--- config.mk ---
export PLATFORM = sky130hd
export DESIGN_NAME = ryt_pos
export DESIGN_NICKNAME = d
export VERILOG_FILES = /design/src/hdl/rgb_to_yuv420_block_tiler_macros.svh /design/src/hdl/ryt_pkg.sv /design/src/hdl/ryt_pos.sv
export SDC_FILE = /design/constraint.sdc
export NUM_CORES = 1
export LEC_CHECK = 0
export ABC_AREA = 1
export BUFFER_PORTS_ARGS = -buffer_cell sky130_fd_sc_hd__buf_2
export CAP_MARGIN = 20
export CORE_MARGIN = 2
export CORE_UTILIZATION = 58
export DETAILED_ROUTE_END_ITERATION = 10
export PLACE_DENSITY = 0.93
export SLEW_MARGIN = 10
export SYNTH_ARGS = -nofsm -noshare
export SYNTH_HDL_FRONTEND = slang
export SYNTH_SLANG_ARGS = --single-unit
--- constraint.sdc ---
create_clock -name clock -period 9.35 [get_ports clock]
set_input_delay 1.87 -clock clock [delete_from_list [all_inputs] [get_ports clock]]
set_output_delay 1.87 -clock clock [all_outputs]
set_load 0.02 [all_outputs]
--- src/hdl/rgb_to_yuv420_block_tiler_macros.svh ---
// Assertion helpers shared by the tiler RTL.
`ifndef RGB_TO_YUV420_BLOCK_TILER_MACROS_SVH
`define RGB_TO_YUV420_BLOCK_TILER_MACROS_SVH

`ifndef SYNTHESIS
// same-cycle implication
`define RYT_ASSERT_NOW(label, clk, rst, ante, cons) \
   label: assert property (@(posedge clk) disable iff (rst) (ante) |-> (cons)) \
      else $error("ryt check failed");
// next-cycle implication
`define RYT_ASSERT_NEXT(label, clk, rst, ante, cons) \
   label: assert property (@(posedge clk) disable iff (rst) (ante) |=> (cons)) \
      else $error("ryt check failed");
`else
`define RYT_ASSERT_NOW(label, clk, rst, ante, cons)
`define RYT_ASSERT_NEXT(label, clk, rst, ante, cons)
`endif

`endif

--- src/hdl/ryt_pkg.sv ---
package ryt_pkg;

   localparam int VALUE_W  = 12;
   localparam int CSR_DATA_W = 9;

   // configuration register indexes
   localparam logic CFG_WIDTH_BLOCKS  = 1'b0;
   localparam logic CFG_HEIGHT_BLOCKS = 1'b1;

   localparam logic [CSR_DATA_W-1:0] WIDTH_BLOCKS_RESET  = 9'd80;
   localparam logic [CSR_DATA_W-1:0] HEIGHT_BLOCKS_RESET = 9'd60;

   typedef enum logic [1:0] {
      PLANE_Y = 2'd0,
      PLANE_U = 2'd1,
      PLANE_V = 2'd2
   } plane_type;

   // per-pixel position info carried down the pipeline
   typedef struct packed {
      logic [7:0] block_row;
      logic [7:0] block_col;
      logic [5:0] y_index;
      logic [5:0] c_index;
      logic       row_odd;
      logic       col_odd;
      logic       frame_end;
   } pixel_tag_type;

   function automatic logic [VALUE_W-1:0] sat12(input logic [VALUE_W:0] v);
      sat12 = v[VALUE_W] ? {VALUE_W{1'b1}} : v[VALUE_W-1:0];
   endfunction

endpackage

--- src/hdl/ryt_pos.sv ---
module ryt_pos #(
   parameter int MAX_WIDTH  = 2048,
   parameter int MAX_HEIGHT = 2048
) (
   input  logic                                 clock,
   input  logic                                 reset,
   input  logic                                 step,
   input  logic [ryt_pkg::CSR_DATA_W-1:0]       width_blocks,
   input  logic [ryt_pkg::CSR_DATA_W-1:0]       height_blocks,
   output ryt_pkg::pixel_tag_type               tag,
   output logic [$clog2(MAX_WIDTH)-2:0]         slot
);
   import ryt_pkg::*;

   localparam int CW   = $clog2(MAX_WIDTH) + 1;
   localparam int RW   = $clog2(MAX_HEIGHT) + 1;
   localparam int SLW  = $clog2(MAX_WIDTH) - 1;
   localparam int CBW  = (CW - 3 > 10) ? CW - 3 : 10;
   localparam int RBW  = (RW - 3 > 10) ? RW - 3 : 10;
   localparam logic [9:0] MAX_WB = 10'(MAX_WIDTH / 8);
   localparam logic [9:0] MAX_HB = 10'(MAX_HEIGHT / 8);

   logic [CW-1:0] col_ff, col_in, col_a, col_n;
   logic [RW-1:0] row_ff, row_in, row_a, row_b, row_n;
   logic [CSR_DATA_W-1:0] eb_w, eb_h;
   logic wrap_c, wrap_r;

   // size in blocks: zero means one, clip at the store limits
   always_comb begin
      if (width_blocks == '0) begin
         eb_w = CSR_DATA_W'(1);
      end else if ({1'b0, width_blocks} > MAX_WB) begin
         eb_w = MAX_WB[CSR_DATA_W-1:0];
      end else begin
         eb_w = width_blocks;
      end
      if (height_blocks == '0) begin
         eb_h = CSR_DATA_W'(1);
      end else if ({1'b0, height_blocks} > MAX_HB) begin
         eb_h = MAX_HB[CSR_DATA_W-1:0];
      end else begin
         eb_h = height_blocks;
      end
   end

   always_comb begin
      // re-normalize a position left outside a resized image
      col_a = col_ff;
      row_b = row_ff;
      if (CBW'(col_ff[CW-1:3]) >= CBW'(eb_w)) begin
         col_a = '0;
         row_b = row_ff + 1'b1;
      end
      row_a = row_b;
      if (RBW'(row_b[RW-1:3]) >= RBW'(eb_h)) begin
         row_a = '0;
      end

      col_n  = col_a + 1'b1;
      row_n  = row_a + 1'b1;
      wrap_c = CBW'(col_n[CW-1:3]) >= CBW'(eb_w);
      wrap_r = RBW'(row_n[RW-1:3]) >= RBW'(eb_h);

      col_in = wrap_c ? '0 : col_n;
      row_in = wrap_c ? (wrap_r ? '0 : row_n) : row_a;

      tag.block_row = 8'(row_a >> 3);
      tag.block_col = 8'(col_a >> 3);
      tag.y_index   = {row_a[2:0], col_a[2:0]};
      tag.c_index   = {2'b00, row_a[2:1], col_a[2:1]};
      tag.row_odd   = row_a[0];
      tag.col_odd   = col_a[0];
      tag.frame_end = wrap_c && wrap_r;
      slot          = col_a[SLW:1];
   end

   always_ff @(posedge clock) begin
      if (reset) begin
         col_ff <= '0;
         row_ff <= '0;
      end else if (step) begin
         col_ff <= col_in;
         row_ff <= row_in;
      end
   end

endmodule

==> impl_metrics.json <==
{
  "grt_use_total": 0.315,
  "routabilityCongestion": 1.04,
  "post-synth-top-area-fraction": 0.183,
  "hold_path_class": "register to register",
  "grt_remaining_overflow": 0,
  "bufs_on_longest_clock_path": 2,
  "initial_core_util": 0.592,
  "cap_viol_max_count": 0,
  "htree_num_levels": 1,
  "post_synth.cell_area_avg_um2": 6.03,
  "synth.largest_area_cell": "sky130_fd_sc_hd__nand2_1",
  "wire_per_inst_um": 15.4,
  "die_area_um2": 6600,
  "ys_top_cells_by_area": "sky130_fd_sc_hd__nand2_1 18%, sky130_fd_sc_hd__dfxtp_1 14%, sky130_fd_sc_hd__ha_1 14%",
  "p_total_uw": 349,
  "met1_usage": 0.359,
  "run_status": "finished, final reports clean",
  "synthMostInstantiatedCell": "sky130_fd_sc_hd__nand2_1",
  "gr-usage-met2": 0.568,
  "ant_nets": 0,
  "final.min_clock_period_ns": 9.07,
  "wirelength_um": 10800,
  "worstPathRequired_ns": 7.48,
  "dp.final_hpwl_um": 8350,
  "clock_net_sink_count": 24,
  "gr-usage-met3": 0.0311,
  "pin_count_of_the_biggest_net_entering_global_routing": 28,
  "startpoint_to_endpoint_class_of_the_critical_path": "primary input to output port",
  "first_pass_grt_wire_length_um": 16200,
  "antenna_found_initial": 0,
  "tritoncts": "done",
  "portBuffers": 59,
  "finalClockSkew_ns": 0.00446,
  "vdd_ir_drop_max_uv": 55.9,
  "first_pass_iters": 6,
  "synth.yosys.seq_area_share": 0.139,
  "clk-insertion-delay-late_ns": 0.27,
  "netlist_instances": 574,
  "area_of_the_multi_input_gates_um2": 2550,
  "async_reset_ff_frac": 0,
  "cts_made_buffers": 3,
  "slowest_stage": "sky130_fd_sc_hd__or3b_2",
  "drt-vias-per-instance": 5.76,
  "post_syn_area_um2": 3460,
  "placeableCoreArea_um2": 5850,
  "arrival_ns": 7.20,
  "critPathMaxStageDelay_ns": 0.47,
  "route.vias.total": 4029,
  "fin_setup_tns_ns": 0,
  "antenna_cells_inserted": 0,
  "start_kind": "primary input",
  "first_global_vias": 3530,
  "die-width_um": 81.3,
  "root_driver": "sky130_fd_sc_hd__clkbuf_8",
  "yosysWarnings": 0,
  "area_delta_synth_final_pct": 12.3,
  "register_area_um2": 480,
  "design.portCount": 62,
  "synth-main-ff-cell": "sky130_fd_sc_hd__dfxtp_1",
  "final_min_period_over_clock_period": 0.970,
  "timing_max_transition_violations_final": 0,
  "path_clk_slew_ns": 0.09,
  "setup_violations": 0,
  "fmax_ghz": 0.110,
  "p_leak_nw": 2.05,
  "num-fill-cells": 554,
  "placementRows": 28,
  "hold_violations": 0,
  "powerDensity_nw_per_um2": 89.8,
  "grt.busiest_layer": "met2",
  "critPathMostFrequentCell": "sky130_fd_sc_hd__nand2_1",
  "synth.cells.most_frequent": "169 x sky130_fd_sc_hd__nand2_1, 68 x sky130_fd_sc_hd__inv_1, 52 x sky130_fd_sc_hd__nor2_1",
  "remaining_drc_errors": 0,
  "synth_edf_count": 0,
  "yosys_reg_bits": 24,
  "dieHeight_um": 81.3,
  "drive_gt1_frac": 0.200,
  "path_max_fanout": 11,
  "worstSetupEndpointType": "output port",
  "tightestPinTransition_ns": 0.770,
  "dr.first_iter.drc_count": 463,
  "layout.nets": 684,
  "netlist-cell-type-count": 44,
  "maxSlewHeadroom": 0.483
}
registers in the layout (all words and copies together) (netlist names):
name	cells
col_ff	12
row_ff	12
logic make-up after synthesis:
kind of cell | after synthesis | synth area share
AO/OA/AOI/OAI | 64 | 0.103
XOR/XNOR | 11 | 0.0354
adder cells (fa/ha/maj) | 38 | 0.137
buffers and inverters | 108 | 0.145
flip-flops | 24 | 0.139
other | 1 | 0.00108
AND/OR/NAND/NOR | 328 | 0.439
repair_timing:
item                       in CTS  in global routing
setup endpoints to repair       0                  1
hold buffers                    0                  0
setup buffers                   0                 13
resized for setup               0                  9
worst paths after layout:
kind                                 startpoint         end  slack, ns  cells past startpoint
worst min-delay path                  col_ff[0]   col_ff[0]       0.47                      2
worst max-delay path            width_blocks[6]      tag[0]       0.28                     32
worst max register to register        row_ff[0]  row_ff[10]       3.76                     28
worst min register to register        col_ff[0]   col_ff[0]       0.47                      2
critical path, delay by kind of cell:
| family | cells | cell delay [ns] |
|---|---|---|
| AOI/OAI and AO/OA | 3 | 0.63 |
| adders and majority gates | 3 | 0.92 |
| buffers and inverters | 6 | 0.71 |
| and+or+nand+nor | 20 | 3.06 |
placed cells by master (no fill, tap or decap), drive strengths merged, types with 2 or more instances in the layout:
cell,synthesis,final
clkbuf,5,3
nand4,12,12
buf,25,73
conb,1,2
inv,76,76
nand2,173,174
o21ai,12,12
and2,6,6
clkinv,2,2
ha,38,38
nor3,7,7
nor4,3,3
xor2,10,10
a21oi,43,43
nor2,65,66
dfxtp,24,24
nand3b,4,4
o21a,3,3
nand3,54,54
a22oi,3,3
final cells by class:
class	instances	share of cell area
clock buffer	3	0.0106
clock inverter	1	0.00772
inverter	78	0.0753
multi-input combinational	445	0.656
sequential	24	0.124
tap	75	0.0241
timing repair buffer	73	0.103
per-layer routing:
layer / up-vias / share of wire
met5: - / 0
li1: 1943 / -
met4: 0 / 0.063
met1: 1822 / 0.38
met2: 214 / 0.48
met3: 50 / 0.071
where the power goes:
part | total, mW | switching, mW | leakage [nW] | internal (mW)
logic | 0.144 | 0.0955 | 1.82 | 0.0485
registers | 0.111 | 0.00528 | 0.195 | 0.106
clock network | 0.0942 | 0.0369 | 0.0357 | 0.0573
through the flow:
stage | worst slack [ns] | hold WS, ns | area [um^2] | instances | utilization
6_report | 0.280 | 0.471 | 3890 | 699 | 0.665
5_1_grt | -0.0471 | 0.507 | 3890 | 699 | 0.665
4_1_cts | 0.181 | 0.473 | 3720 | 683 | 0.635
3_5_place_dp | 0.203 | 0.460 | 3650 | 679 | 0.623
3_3_place_gp | 0.310 | 0.455 | 3650 | 679 | 0.623
2_1_floorplan | 1.02 | 0.445 | 3470 | 575 | -
Note: power is estimated with default switching activity, not from simulation.
