**config.mk**
```make
export PLATFORM = sky130hd
export DESIGN_NAME = ryt_csc
export DESIGN_NICKNAME = d
export VERILOG_FILES = /design/src/hdl/rgb_to_yuv420_block_tiler_macros.svh /design/src/hdl/ryt_pkg.sv /design/src/hdl/ryt_csc.sv
export SDC_FILE = /design/constraint.sdc
export NUM_CORES = 1
export LEC_CHECK = 0
export ABC_AREA = 1
export ABC_CLOCK_PERIOD_IN_PS = 7590
export BUFFER_PORTS_ARGS = -buffer_cell sky130_fd_sc_hd__clkbuf_2
export CORE_MARGIN = 2
export CORE_UTILIZATION = 45
export CTS_BUF_LIST = sky130_fd_sc_hd__clkbuf_4 sky130_fd_sc_hd__clkbuf_8
export DETAILED_ROUTE_END_ITERATION = 8
export PLACE_DENSITY = 0.67
export SYNTH_ARGS = -nofsm -noshare
export SYNTH_HDL_FRONTEND = slang
export SYNTH_SLANG_ARGS = --single-unit
```
**constraint.sdc**
```tcl
create_clock -name clock -period 7.59 [get_ports clock]
set_input_delay 1.518 -clock clock [delete_from_list [all_inputs] [get_ports clock]]
set_output_delay 1.518 -clock clock [all_outputs]
set_load 0.05 [all_outputs]
```
**src/hdl/rgb_to_yuv420_block_tiler_macros.svh**
```systemverilog
// Assertion helpers shared by the tiler RTL.
`ifndef RGB_TO_YUV420_BLOCK_TILER_MACROS_SVH
`define RGB_TO_YUV420_BLOCK_TILER_MACROS_SVH

`ifndef SYNTHESIS
// same-cycle implication
`define RYT_ASSERT_NOW(label, clk, rst, ante, cons) \
   label: assert property (@(posedge clk) disable iff (rst) (ante) |-> (cons)) \
      else $error("ryt check failed");
// next-cycle implication
`define RYT_ASSERT_NEXT(label, clk, rst, ante, cons) \
   label: assert property (@(posedge clk) disable iff (rst) (ante) |=> (cons)) \
      else $error("ryt check failed");
`else
`define RYT_ASSERT_NOW(label, clk, rst, ante, cons)
`define RYT_ASSERT_NEXT(label, clk, rst, ante, cons)
`endif

`endif

```
**src/hdl/ryt_pkg.sv**
```systemverilog
package ryt_pkg;

   localparam int VALUE_W  = 12;
   localparam int CSR_DATA_W = 9;

   // configuration register indexes
   localparam logic CFG_WIDTH_BLOCKS  = 1'b0;
   localparam logic CFG_HEIGHT_BLOCKS = 1'b1;

   localparam logic [CSR_DATA_W-1:0] WIDTH_BLOCKS_RESET  = 9'd80;
   localparam logic [CSR_DATA_W-1:0] HEIGHT_BLOCKS_RESET = 9'd60;

   typedef enum logic [1:0] {
      PLANE_Y = 2'd0,
      PLANE_U = 2'd1,
      PLANE_V = 2'd2
   } plane_type;

   // per-pixel position info carried down the pipeline
   typedef struct packed {
      logic [7:0] block_row;
      logic [7:0] block_col;
      logic [5:0] y_index;
      logic [5:0] c_index;
      logic       row_odd;
      logic       col_odd;
      logic       frame_end;
   } pixel_tag_type;

   function automatic logic [VALUE_W-1:0] sat12(input logic [VALUE_W:0] v);
      sat12 = v[VALUE_W] ? {VALUE_W{1'b1}} : v[VALUE_W-1:0];
   endfunction

endpackage

```
**src/hdl/ryt_csc.sv**
```systemverilog
module ryt_csc #(
   parameter int COEF_FRAC_BITS = 16
) (
   input  logic                        clock,
   input  logic                        advance,
   input  logic [7:0]                  red,
   input  logic [7:0]                  green,
   input  logic [7:0]                  blue,
   output logic [COEF_FRAC_BITS+7:0]   y_acc,
   output logic [COEF_FRAC_BITS+7:0]   u_acc,
   output logic [COEF_FRAC_BITS+7:0]   v_acc
);
   import ryt_pkg::*;

   localparam int F  = COEF_FRAC_BITS;
   localparam int KW = F;
   localparam int PW = F + 8;
   localparam int AW = F + 8;
   localparam int SW = F + 10;

   // Q.F coefficients, rounded to nearest
   localparam logic [KW-1:0] K_YR = KW'((299 * (2 ** F) + 500) / 1000);
   localparam logic [KW-1:0] K_YG = KW'((587 * (2 ** F) + 500) / 1000);
   localparam logic [KW-1:0] K_YB = KW'((114 * (2 ** F) + 500) / 1000);
   localparam logic [KW-1:0] K_UR = KW'((169 * (2 ** F) + 500) / 1000);
   localparam logic [KW-1:0] K_UG = KW'((331 * (2 ** F) + 500) / 1000);
   localparam logic [KW-1:0] K_UB = KW'((499 * (2 ** F) + 500) / 1000);
   localparam logic [KW-1:0] K_VR = KW'((499 * (2 ** F) + 500) / 1000);
   localparam logic [KW-1:0] K_VG = KW'((418 * (2 ** F) + 500) / 1000);
   localparam logic [KW-1:0] K_VB = KW'((813 * (2 ** F) + 5000) / 10000);
   localparam logic [SW-1:0] OFFSET = SW'(128) << F;

   logic [PW-1:0] p_yr_ff, p_yg_ff, p_yb_ff;
   logic [PW-1:0] p_ur_ff, p_ug_ff, p_ub_ff;
   logic [PW-1:0] p_vr_ff, p_vg_ff, p_vb_ff;
   logic [SW-1:0] y_sum, u_sum, v_sum;
   logic [AW-1:0] y_ff, u_ff, v_ff;

   // stage 1: nine constant products
   always_ff @(posedge clock) begin
      if (advance) begin
         p_yr_ff <= PW'(red)   * PW'(K_YR);
         p_yg_ff <= PW'(green) * PW'(K_YG);
         p_yb_ff <= PW'(blue)  * PW'(K_YB);
         p_ur_ff <= PW'(red)   * PW'(K_UR);
         p_ug_ff <= PW'(green) * PW'(K_UG);
         p_ub_ff <= PW'(blue)  * PW'(K_UB);
         p_vr_ff <= PW'(red)   * PW'(K_VR);
         p_vg_ff <= PW'(green) * PW'(K_VG);
         p_vb_ff <= PW'(blue)  * PW'(K_VB);
      end
   end

   // stage 2: sums, negative results clamp to zero
   always_comb begin
      y_sum = SW'(p_yr_ff) + SW'(p_yg_ff) + SW'(p_yb_ff);
      u_sum = OFFSET + SW'(p_ub_ff) - SW'(p_ur_ff) - SW'(p_ug_ff);
      v_sum = OFFSET + SW'(p_vr_ff) - SW'(p_vg_ff) - SW'(p_vb_ff);
   end

   always_ff @(posedge clock) begin
      if (advance) begin
         y_ff <= y_sum[SW-1] ? '0 : y_sum[AW-1:0];
         u_ff <= u_sum[SW-1] ? '0 : u_sum[AW-1:0];
         v_ff <= v_sum[SW-1] ? '0 : v_sum[AW-1:0];
      end
   end

   assign y_acc = y_ff;
   assign u_acc = u_ff;
   assign v_acc = v_ff;

endmodule

```
==> out/results.txt, run 1 <==
hold buffer count at cts - 0
period utilization - 0.7199
fraction of layout cells with a size suffix above 1 - 0.05451
Hold Crit Class - reg -> reg
Clock Skew - 0.05553 ns
GRT Util Overall - 0.2207
post-DP HPWL - 61150 µm
first-pass GRT wire length - 115700 µm
Max-cap violations - 0
CTS buffer count - 47
post_cts resized - 0
reg2reg path depth - 12
hold endpoint - u_acc[1]
Routed Antenna Nets - 0
Worst slew margin - 0.3353
slowest library cell on the worst path - fa_1
status - complete, no violations
setup TNS - 0 ns
H-tree depth - 2
CTS Buffer Depth - 3
largest net degree at the start of global routing - 128
EDFF count, synth - 250
Initial Util - 0.4550
Setup CP Type - in -> reg
IO buf count - 95
crit-path max FO - 8
asr flop ratio synth - 0
RR Endpoint - y_acc[19]
Area Overhead vs Synth - 8.894%
Synth warnings - 0
number of global-route vias before repair - 21500
fill count - 6228
wire length per cell - 16.52 µm
crit path DAT - 5.82 ns
top cells by area, synth - edfxtp_1, ha_1, fa_1, inv_1, nand2_1
row cnt - 93
Min Clock Period, post-route - 5.464 ns
Post-synth top cells - inv_1, nand2_1, ha_1
top-count cell post-synth - inv_1
Storage cell area - 7507 µm²
CTS tree - yes
antenna violations before repair - 1
final net count - 4240
core area - 64460 µm²
Multi-input gate area - 18990 µm²
DR pass1 iterations - 6
via count - 21800
vias per std cell - 4.979
Post-CTS Setup Inserts - 0
Clock Latency Late Sink - 0.65 ns
die height - 259.3 µm
Required @ worst endpoint - 7.94 ns
die area - 67240 µm²
Hold Path Cell Cnt - 2
R2R Path Start - p_vg_ff[1]
routed wire length - 72340 µm
Clock Tree Root - clkbuf_8
crit end category - flop
I/O pin cnt - 98
Worst Max-Slew Pin Slew - 0.9970 ns
Final Wtd Congestion - 0.9646
#FFs+latches synth - 250
syn avg cell area - 8.777 µm²
Final setup viols - 0
critical path startpoint category - input port
Clock Sinks - 250
initial drt markers - 1350
cell taking the most area after synthesis - edfxtp_1
DRC viols - 0
reg2reg setup slack - 4.45 ns
total grt overflow - 0
fmax - 183.0 MHz
die width - 259.3 µm
Synth Instances - 3342
top-area cell type share of the netlist area - 0.2559
Post-Syn Area - 29330 µm²
clock slew at reported path FFs - 0.06 ns
Slew Limit Fails - 0
crit-path cells - clkbuf_2, inv_1, fa_1, inv_1, fa_1, inv_1, fa_1, fa_1, inv_1, ha_1, a21o_1, a21boi_0, nand3_1, nand2_1, nand2_1, nand2_1, nand2_1
Top FF cell, synth - edfxtp_1
CP peak stage delay - 0.74 ns
unrepaired setup endpoints after global routing - no
Netlist cell types - 37
Fin. Hold Viols - 0
Min-Delay Startpoint - p_vb_ff[4]
sequential area share after synthesis - 0.2559
worst max-delay path: cells and delay by family:
family	cells	cell delay (ns)
simple gates	5	0.43
compound gates	2	0.38
fa+ha+maj	5	2.73
buf+inv	5	0.75
layout make-up:
cell class,count,share of cell area
Clock buffer,57,0.02280
Multi-Input combinational cell,2343,0.5946
Sequential cell,250,0.2350
Timing Repair Buffer,96,0.01583
Clock inverter,30,0.01054
Antenna cell,1,0.00007835
Inverter,746,0.08767
Tap cell,855,0.03349
flip-flops by register name, summed over array words and instances, names as in the netlist:
register	count
p_ur_ff	19
p_vr_ff	22
u_acc	23
p_vg_ff	22
v_acc	23
p_yb_ff	17
y_acc	24
p_yg_ff	21
p_vb_ff	17
p_ub_ff	21
p_ug_ff	20
p_yr_ff	21
cell families after synthesis:
| family | after synthesis | synth area share |
|---|---|---|
| flops | 250 | 0.2559 |
| simple gates | 1119 | 0.1581 |
| buf+inv | 750 | 0.09675 |
| compound gates | 341 | 0.06424 |
| fa+ha+maj | 730 | 0.3797 |
| other cells | 1 | 0.0001278 |
| xor+xnor | 151 | 0.04509 |
layout by cell type, fill, tap and decap left out, types with 43 or more instances in the layout:
cell type / count
a21oi_1: 199
nor2_1: 198
o21ai_0: 69
ha_1: 463
nand2_1: 665
fa_1: 267
clkbuf_2: 94
edfxtp_1: 250
xnor2_1: 43
inv_1: 744
clkbuf_8: 48
nand3_1: 175
xor2_1: 108
per-stage QoR:
stage / utilization / std cells / hold slack [ns] / cell area (µm²) / setup slack (ns)
floorplan: - / 3343 / 0.5346 / 29340 / 2.052
global placement: 0.4789 / 4290 / 0.6138 / 30870 / 1.592
detailed placement: 0.4789 / 4290 / 0.6211 / 30870 / 1.490
CTS: 0.4954 / 4377 / 0.6288 / 31940 / 2.145
global route: 0.4955 / 4378 / 0.6426 / 31940 / 1.806
finish: 0.4955 / 4378 / 0.6295 / 31940 / 2.126
worst max-delay path by stage:
stage,start,to
final,blue[6],p_ub_ff[21]
after global routing,blue[6],p_ub_ff[21]
after CTS,blue[6],p_ub_ff[17]
after detailed placement,blue[6],p_ub_ff[21]
after global placement,blue[6],p_ub_ff[21]
after floorplan,blue[6],p_ub_ff[17]
metal layers:
layer,share of wire,track usage
met5,0,0
met4,0.041,0.08477
met2,0.46,0.3584
met3,0.048,0.03339
met1,0.46,0.2977
Power of run 1 is left out: the tool's default activity adds up to more than one toggle a clock period on the data nets, which glitch-free logic cannot reach.
==> inputs of run 2 (changes only) <==
ABC_CLOCK_PERIOD_IN_PS = 4900   (was 7590)
PLACE_DENSITY = 0.69   (was 0.67)
clock period = 4.9 ns   (was 7.59 ns; I/O delays follow)
==> run 2 against run 1 <==
  * Critical path type unchanged
  * Largest cell class unchanged
  * Non-clock buffer count grew 114
  * Clock skew grew 0.0019 ns
  * Final cell count grew 2.5%
  * Via count grew 2.3%
  * Sequential share of layout area shrank 0.56 points
  * First-iteration DRC count grew 4.4%
  * Worst hold slack lost 0.024 ns
  * Utilization grew 1.2 points
  * Worst setup slack lost 1.6 ns
  * Flip-flop and latch count is the same
  * Register-to-register slack lost 2.7 ns
==> out/results.txt, run 2 (synthesized netlist as in run 1, its figures left out) <==
Largest register FFs - 24 (unchanged)
Clock Sinks - 250 (unchanged)
Hold Crit Class - reg -> reg
final instance area - 32720 µm² (+2.4%)
fmax - 228.8 MHz
Setup CP Type - in -> reg
die area - 67240 µm² (unchanged)
Final setup viols - 0 (unchanged)
DRC viols - 0 (unchanged)
Min-Delay Startpoint - p_vb_ff[4]
Max-cap violations - 0 (unchanged)
fraction of layout cells with a size suffix above 1 - 0.08425 (+0.02974)
Area Overhead vs Synth - 11.56%
status - complete, no violations
CTS buffer count - 47 (unchanged)
largest net degree at the start of global routing - 120 (-6.3%)
unrepaired setup endpoints after global routing - no
crit end category - flop
Cells after DPL - 4404 (+2.7%)
core area - 64460 µm² (unchanged)
Buf/Inv on CP - 5 (unchanged)
most frequent cells in the layout - inv_1, nand2_1, ha_1
Clock Tree Root - clkbuf_8
Clock Skew - 0.05747 ns (+0.001938 ns)
CP peak stage delay - 0.59 ns (-0.15 ns)
clock slew at reported path FFs - 0.06 ns (about the same)
initial drt markers - 1409 (+4.4%)
R2R Path Start - p_vg_ff[1]
fin cells - 4489 (+2.5%)
CP startpoint - red[5]
die width - 259.3 µm (unchanged)
Worst slew margin - 0.3431 (+0.007814)
GRT Util Overall - 0.2195 (-0.001281)
post_cts resized - 0 (unchanged)
final net count - 4354 (+2.7%)
DR pass1 iterations - 7 (+1)
Initial Util - 0.4550 (unchanged)
Multi-input gate area - 18990 µm² (about the same)
Post-CTS Setup Inserts - 0 (unchanged)
crit-path max FO - 5 (-3)
Slew Limit Fails - 0 (unchanged)
vias per std cell - 4.967 (-0.22%)
die height - 259.3 µm (unchanged)
period utilization - 0.8921
CP top delay family - adder cells
Routed Antenna Nets - 0 (unchanged)
first-pass GRT wire length - 115600 µm (-0.11%)
CTS Buffer Depth - 3 (unchanged)
via count - 22300 (+2.3%)
Fin. Hold Viols - 0 (unchanged)
CTS tree - yes
Final Util - 0.5076 (+0.01213)
antenna violations before repair - 4 (+3)
commonest non-fill, non-tap cell in the layout - inv_1
Final Wtd Congestion - 0.9589 (-0.59%)
number of global-route vias before repair - 22030 (+2.4%)
row cnt - 93 (unchanged)
Required @ worst endpoint - 5.26 ns (-2.68 ns)
crit-path cells - clkbuf_2, fa_1, inv_1, fa_1, inv_1, fa_1, inv_1, fa_1, inv_1, ha_1, a21oi_1, o21ai_0, a21boi_0, nand2_1, nand2_1, nand2_1
Clock Latency Late Sink - 0.65 ns (about the same)
wire length per cell - 16.03 µm (-3.0%)
slowest library cell on the worst path - fa_1
IO buf count - 95 (unchanged)
post-DP HPWL - 61530 µm (+0.63%)
H-tree depth - 2 (unchanged)
critical path startpoint category - input port
routed wire length - 71970 µm (-0.51%)
I/O pin cnt - 98 (unchanged)
total grt overflow - 0 (unchanged)
Min Clock Period, post-route - 4.371 ns
fill count - 6089 (-2.2%)
Storage cell area - 7507 µm² (unchanged)
area of placed instances - 31720 µm² (+2.7%)
crit path DAT - 4.73 ns (-1.09 ns)
hold buffer count at cts - 0 (unchanged)
Worst Max-Slew Pin Slew - 0.9853 ns (-0.01172 ns)
==> run 2: cell count changes in the layout (fill, tap and decap cells not counted), sizes merged <==
cell / delta
bufinv: -2
clkbuf: -2
diode: +1
clkinv: +1
clkinvlp: -1
buf: +114
==> run 2: worst paths after layout <==
path | endpoint | slack, ns | cells after the start
max reg2reg | y_acc[19] | 1.77 | 12
min | u_acc[1] | 0.61 | 2
min reg2reg | u_acc[1] | 0.61 | 2
max | p_vr_ff[20] | 0.53 | 16
==> run 2: layout make-up <==
type	count	share of cell area
well taps	855	0.03269
inverters	746	0.08557
clock inverters	28	0.008909
repair buffers	210	0.04122
multi-input cells	2343	0.5804
flip-flops and latches	250	0.2294
clock buffers	55	0.02160
diodes	2	0.0001529
==> run 2: tightest hold or removal path: cells and delay by family, from the launching register on <==
kind	cells	cell delay (ns)
buf+inv	1	0.05
flops	1	0.38
simple gates	1	0.07
==> run 2: layer usage <==
layer  routed length (µm)  track usage  share of wire  vias up
met1                33050       0.2994           0.46    10490
met5                   27            0        0.00038        -
met3                 3248      0.02685          0.045       77
met2                33660       0.3678           0.47      494
li1                     -            -              -    11240
met4                 1981      0.06146          0.028        4
==> run 2: stage by stage <==
step | worst slack (ns) | hold slack [ns] | TNS, ns
floorplan | 0.09477 | 0.5346 | 0
global placement | -0.004958 | 0.5798 | -0.007655
detailed placement | -0.06736 | 0.6064 | -0.3972
CTS | 0.5733 | 0.6209 | 0
global route | 0.2704 | 0.6527 | 0
finish | 0.5288 | 0.6059 | 0
Power of run 2 is left out for the same reason.
